<file path="src/rtl/core/bt_pkg.sv">
// Shared types and constants of the breakpoint table.
// No dependencies; used by bt_cell, breakpoint_table and bt_checker.
`timescale 1ns / 1ps

package bt_pkg;

    localparam int ENTRY_COUNT_DEF = 32;
    localparam int NUM_W           = 5;
    localparam int WORD_W          = 32;

    localparam logic [WORD_W-1:0] BREAK_MASK = 32'hffff8000;
    localparam logic [WORD_W-1:0] BREAK_WORD = 32'h002a0000;

    localparam logic [WORD_W-1:0] MEM_BASE_RST = 32'h80000000;
    localparam logic [WORD_W-1:0] MEM_SIZE_RST = 32'h08000000;

    // register indexes
    localparam logic REG_MEM_BASE = 1'b0;
    localparam logic REG_MEM_SIZE = 1'b1;

    // action codes on the input
    localparam logic [1:0] ACT_INSERT = 2'd0;
    localparam logic [1:0] ACT_DELETE = 2'd1;
    localparam logic [1:0] ACT_SCAN   = 2'd2;

    // status codes
    localparam logic [2:0] ST_OK        = 3'd0;
    localparam logic [2:0] ST_OUTSIDE   = 3'd1;
    localparam logic [2:0] ST_ALREADY   = 3'd2;
    localparam logic [2:0] ST_FULL      = 3'd3;
    localparam logic [2:0] ST_NOT_FOUND = 3'd4;

    // operation carried down the cell row
    typedef enum logic [1:0] {
        OP_INS  = 2'd0,
        OP_DEL  = 2'd1,
        OP_SCAN = 2'd2,
        OP_NONE = 2'd3
    } t_op;

    typedef struct packed {
        t_op               op;
        logic [WORD_W-1:0] pc;
        logic [WORD_W-1:0] word;
        logic [NUM_W-1:0]  num;
    } t_req;

    // token handed from cell to cell; tok marks the live position
    typedef struct packed {
        logic              tok;
        logic              done;
        logic [NUM_W-1:0]  idx;
        logic [WORD_W-1:0] addr;
        logic [WORD_W-1:0] word;
    } t_carry;

endpackage

</file>
<file path="src/rtl/core/bt_cell.sv">
// One breakpoint entry: valid bit, saved pc, saved original word.
// Uses bt_pkg; instantiated in a row by breakpoint_table.
`timescale 1ns / 1ps

module bt_cell #(
    parameter int IDX = 0
) (
    input  logic           i_clk,
    input  logic           i_rst_n,
    input  bt_pkg::t_req   i_req,
    input  bt_pkg::t_carry i_carry,
    output bt_pkg::t_carry o_carry
);

    localparam logic [bt_pkg::NUM_W-1:0] IDX_NUM = bt_pkg::NUM_W'(IDX % 32);
    localparam bit DEL_OK = (IDX < 32);

    logic                      r_valid;
    logic [bt_pkg::WORD_W-1:0] r_addr;
    logic [bt_pkg::WORD_W-1:0] r_orig;
    bt_pkg::t_carry            r_carry;

    logic           n_valid;
    logic           w_write;
    bt_pkg::t_carry n_carry;

    always_comb begin
        n_carry = i_carry;
        n_valid = r_valid;
        w_write = 1'b0;
        if (i_carry.tok) begin
            case (i_req.op)
                bt_pkg::OP_INS: begin
                    // first free entry along the row claims the insert
                    if (!i_carry.done && !r_valid) begin
                        n_valid      = 1'b1;
                        w_write      = 1'b1;
                        n_carry.done = 1'b1;
                        n_carry.idx  = IDX_NUM;
                    end
                end
                bt_pkg::OP_DEL: begin
                    if (DEL_OK && i_req.num == IDX_NUM && r_valid) begin
                        n_valid      = 1'b0;
                        n_carry.done = 1'b1;
                        n_carry.addr = r_addr;
                        n_carry.word = r_orig;
                    end
                end
                bt_pkg::OP_SCAN: begin
                    if (!i_carry.done && r_valid && r_addr == i_req.pc) begin
                        n_carry.done = 1'b1;
                        n_carry.word = r_orig;
                    end
                end
                default: ;
            endcase
        end
    end

    always_ff @(posedge i_clk) begin
        if (!i_rst_n) begin
            r_valid     <= 1'b0;
            r_carry.tok <= 1'b0;
        end else begin
            r_valid <= n_valid;
            r_carry <= n_carry;
        end
    end

    always_ff @(posedge i_clk) begin
        if (w_write) begin
            r_addr <= i_req.pc;
            r_orig <= i_req.word;
        end
    end

    assign o_carry = r_carry;

endmodule

</file>
<file path="config.mk">
export PLATFORM = sky130hd
export DESIGN_NAME = bt_cell
export DESIGN_NICKNAME = d
export VERILOG_FILES = /design/src/rtl/core/bt_pkg.sv /design/src/rtl/core/bt_cell.sv
export SDC_FILE = /design/constraint.sdc
export NUM_CORES = 1
export LEC_CHECK = 0
export BUFFER_PORTS_ARGS = -buffer_cell sky130_fd_sc_hd__buf_2
export CAP_MARGIN = 20
export CORE_UTILIZATION = 51
export DETAILED_ROUTE_END_ITERATION = 16
export PLACE_DENSITY = 0.81
export SYNTH_ARGS = -nofsm -noshare
export SYNTH_HDL_FRONTEND = slang
export SYNTH_SLANG_ARGS = --single-unit
</file>
<file path="constraint.sdc">
create_clock -name i_clk -period 6.95 [get_ports i_clk]
set_clock_uncertainty 0.2 [all_clocks]
set_input_delay 0.3475 -clock i_clk [delete_from_list [all_inputs] [get_ports i_clk]]
set_output_delay 0.3475 -clock i_clk [all_outputs]
set_load 0.005 [all_outputs]
</file>
==> results.yml <==
placement:
  io_buffers: 214
  dp_slack_ns: 3.49
  dp_cells: 791
  gp_congestion: 0.790
  dpl.hpwl_mm: 9.74
floorplan:
  core.rowCount: 40
  core_um2: 12100
  num_io_pins: 215
  die_h_um: 114
  die_x_um: 114
  initial_core_util_pct: 52.6
  die_area_um2: 12900
critical_path:
  start_kind: "input port"
  path_cells: "dlygate4sd3_1, buf_2, xnor2_1, nand4_1, nor4_1, and4b_1, buf_4, a22oi_1, o21ai_1"
  reg2regPathDepth: 7
  r2r_end: "o_carry[20]"
  critical_path.top_delay_family: "buffers and inverters"
  rrSetupSlack_ns: 4.29
  worstSetupPathType: "input port to flop"
  worst_path_largest_cell_delay_ns: 0.54
  worst_ep_required_time_ns: 6.99
  crit_fanout: 32
  reg2reg_from: "r_addr[31]"
  crit_buf_inv: 3
  slowest_stage: "dlygate4sd3_1"
  worstPathArrival_ns: 2.79
  end_kind: "flop"
cts:
  cts.path.max_buffers: 2
  htree_levels: 4
  cts-root-buf: "clkbuf_16"
  clk_pin_slew_ns: 0.06
  cts_tree: "built"
  numCtsBuffers: 17
  clock-sinks: 136
  clkLatencyLatePin_ns: 0.42
worst_hold_path:
  hold_depth: 2
  hold_end: "o_carry[65]"
  hp-start: "i_carry[65]"
  holdCritPathClass: "input port to flop"
detailed_routing:
  route.detailed.drc: 0
  via_per_inst: 5.53
  num_vias: 4924
  postRouteWirelength_mm: 17.1
  ant_nets: 0
  wl_per_cell_um: 19.3
  drt_iter0_drc: 446
  drt_pass1_iterations: 5
final_layout:
  fin_util_pct: 73.2
  fill_cells: 752
  fin_cells: 890
  nets: 857
  diodes: 0
  multiInputGateArea_um2: 2060
  area_delta_synth_final_pct: 39.2
  drive_above_1_share_pct: 39.8
  seq_area_um2: 4060
synthesis:
  synth_cells: 433
  synth_area_leader_cell: "edfxtp_1"
  synth_cell_types: 36
  synth.top_cell.area_share_pct: 63.4
  synth-edff-count: 134
  synth_area_um2: 6340
  synthTopCellsByArea: "edfxtp_1, mux2_2, mux2i_1"
  ys_seq_area_share_pct: 64.1
  synth_seq_cells: 136
  synth.avg_cell_area_um2: 14.6
  ys_warn_count: 0
  synth_nets: 581
  synth_flop_cell: "edfxtp_1"
  async_reset_ff_share_pct: 0
sta:
  maxClockFrequency_mhz: 363
  drv_slew: 0
  final_hold_viol_count: 0
  min_period_over_period_pct: 39.6
  slew-limit-headroom_pct: 30.1
  worst_pin_slew_ns: 1.05
  timing.hold.ws_ns: 0.0287
  setup_ws_ns: 4.20
  period_needed_ns: 2.75
  rsz0062_at_grt: "false"
  setup_viol_count_final: 0
  fin_setup_tns_ns: 0
status:
  status: "finished, final reports clean"
global_route:
  gr-total-overflow: 0
  antenna_found_initial: 0
  grt_pass1_vias: 5162
  track_usage_pct: 27.2
  grt_max_degree: 73
  grt_pass1_wl_mm: 25.9
power:
  power_density_nw_per_um2: 253
  leakage_nw: 3.61
  peakVddDrop_mv: 0.185
run:
  max_cap_violations: 0
-- worst max-delay path by stage --
stage | startpoint | end | slack, ns | depth (start not counted)
final | i_req[68] | o_carry[20] | 4.20 | 9
after global routing | i_req[68] | o_carry[0] | 4.02 | 9
after CTS | r_valid | o_carry[43] | 3.87 | 4
after detailed placement | i_req[0] | o_carry[43] | 3.49 | 5
after global placement | i_req[0] | o_carry[54] | 3.57 | 5
after floorplan | i_req[69] | r_addr[0] | 2.73 | 4
-- synth_stat cells (2+ instances only) --
| library cell | number |
|---|---|
| nor3b_1 | 32 |
| inv_1 | 6 |
| buf_2 | 4 |
| mux2i_1 | 32 |
| clkbuf_1 | 10 |
| nor4_1 | 2 |
| buf_4 | 3 |
| a22oi_1 | 31 |
| nor2_1 | 2 |
| xnor2_1 | 31 |
| buf_12 | 3 |
| nor2b_1 | 6 |
| dfxtp_1 | 2 |
| nand4_1 | 7 |
| clkbuf_4 | 3 |
| buf_6 | 4 |
| o21ai_1 | 29 |
| ha_1 | 4 |
| o21ai_0 | 3 |
| or3_1 | 2 |
| edfxtp_1 | 134 |
| nand2_1 | 2 |
| nand3_1 | 2 |
| mux2_2 | 33 |
| a21oi_1 | 35 |
-- timing repair --
action | 4_1_cts | 5_1_grt
gates resized for setup | 0 | 0
endpoints found under the hold margin | 64 | 0
hold buffers | 64 | 0
setup buffers | 0 | 0
-- through the flow --
step / instance area [µm²] / total power [mW]
floorplan: 6340 / 1.06
global placement: 7450 / 1.15
detailed placement: 7450 / 1.16
CTS: 8780 / 2.23
global route: 8830 / 2.30
finish: 8830 / 2.24
-- layout make-up --
| class | count | area share, % |
|---|---|---|
| multi-input combinational | 264 | 23.3 |
| tap | 168 | 2.38 |
| clock inverter | 13 | 2.83 |
| timing repair buffer | 284 | 20.3 |
| sequential | 136 | 46.0 |
| clock buffer | 19 | 4.90 |
| inverter | 6 | 0.255 |
-- power breakdown --
group          internal [mW]  switching, mW  total, mW
Clock                  0.708          0.344       1.05
Combinational          0.116          0.104      0.220
Sequential             0.951         0.0133      0.964
Total                   1.77          0.462       2.24
-- layout by cell type, fill, tap and decap left out, types with 7 or more instances in the layout --
master         synthesis  final
nor3b_1               32     32
a21oi_1               35     35
o21ai_1               29     29
mux2i_1               32     32
bufinv_16              0      7
dlygate4sd3_1          0     64
clkbuf_16              0     17
xnor2_1               31     31
mux2_2                33     33
buf_2                  4    213
a22oi_1               31     31
nand4_1                7      7
edfxtp_1             134    134
-- registers in the layout (all words and copies together), names as in the netlist --
name	cells
r_addr	32
o_carry	71
r_valid	1
r_orig	32
-- layer usage --
layer | vias up | GRT usage [%] | wire length [µm]
met5 | - | 0 | 0
li1 | 2236 | - | -
met4 | 0 | 11.4 | 473
met2 | 304 | 47.9 | 8860
met1 | 2342 | 30.2 | 6310
met3 | 42 | 9.09 | 1490
-- logic make-up after synthesis --
kind of cell | count (synthesis) | share of synthesized area, %
mux | 65 | 10.9
fa+ha+maj | 4 | 0.789
compound gates | 101 | 9.33
buf+inv | 33 | 3.63
xor+xnor | 32 | 4.42
flops | 136 | 64.1
simple gates | 62 | 6.85
No activity file was read; power rests on OpenSTA's default activity.
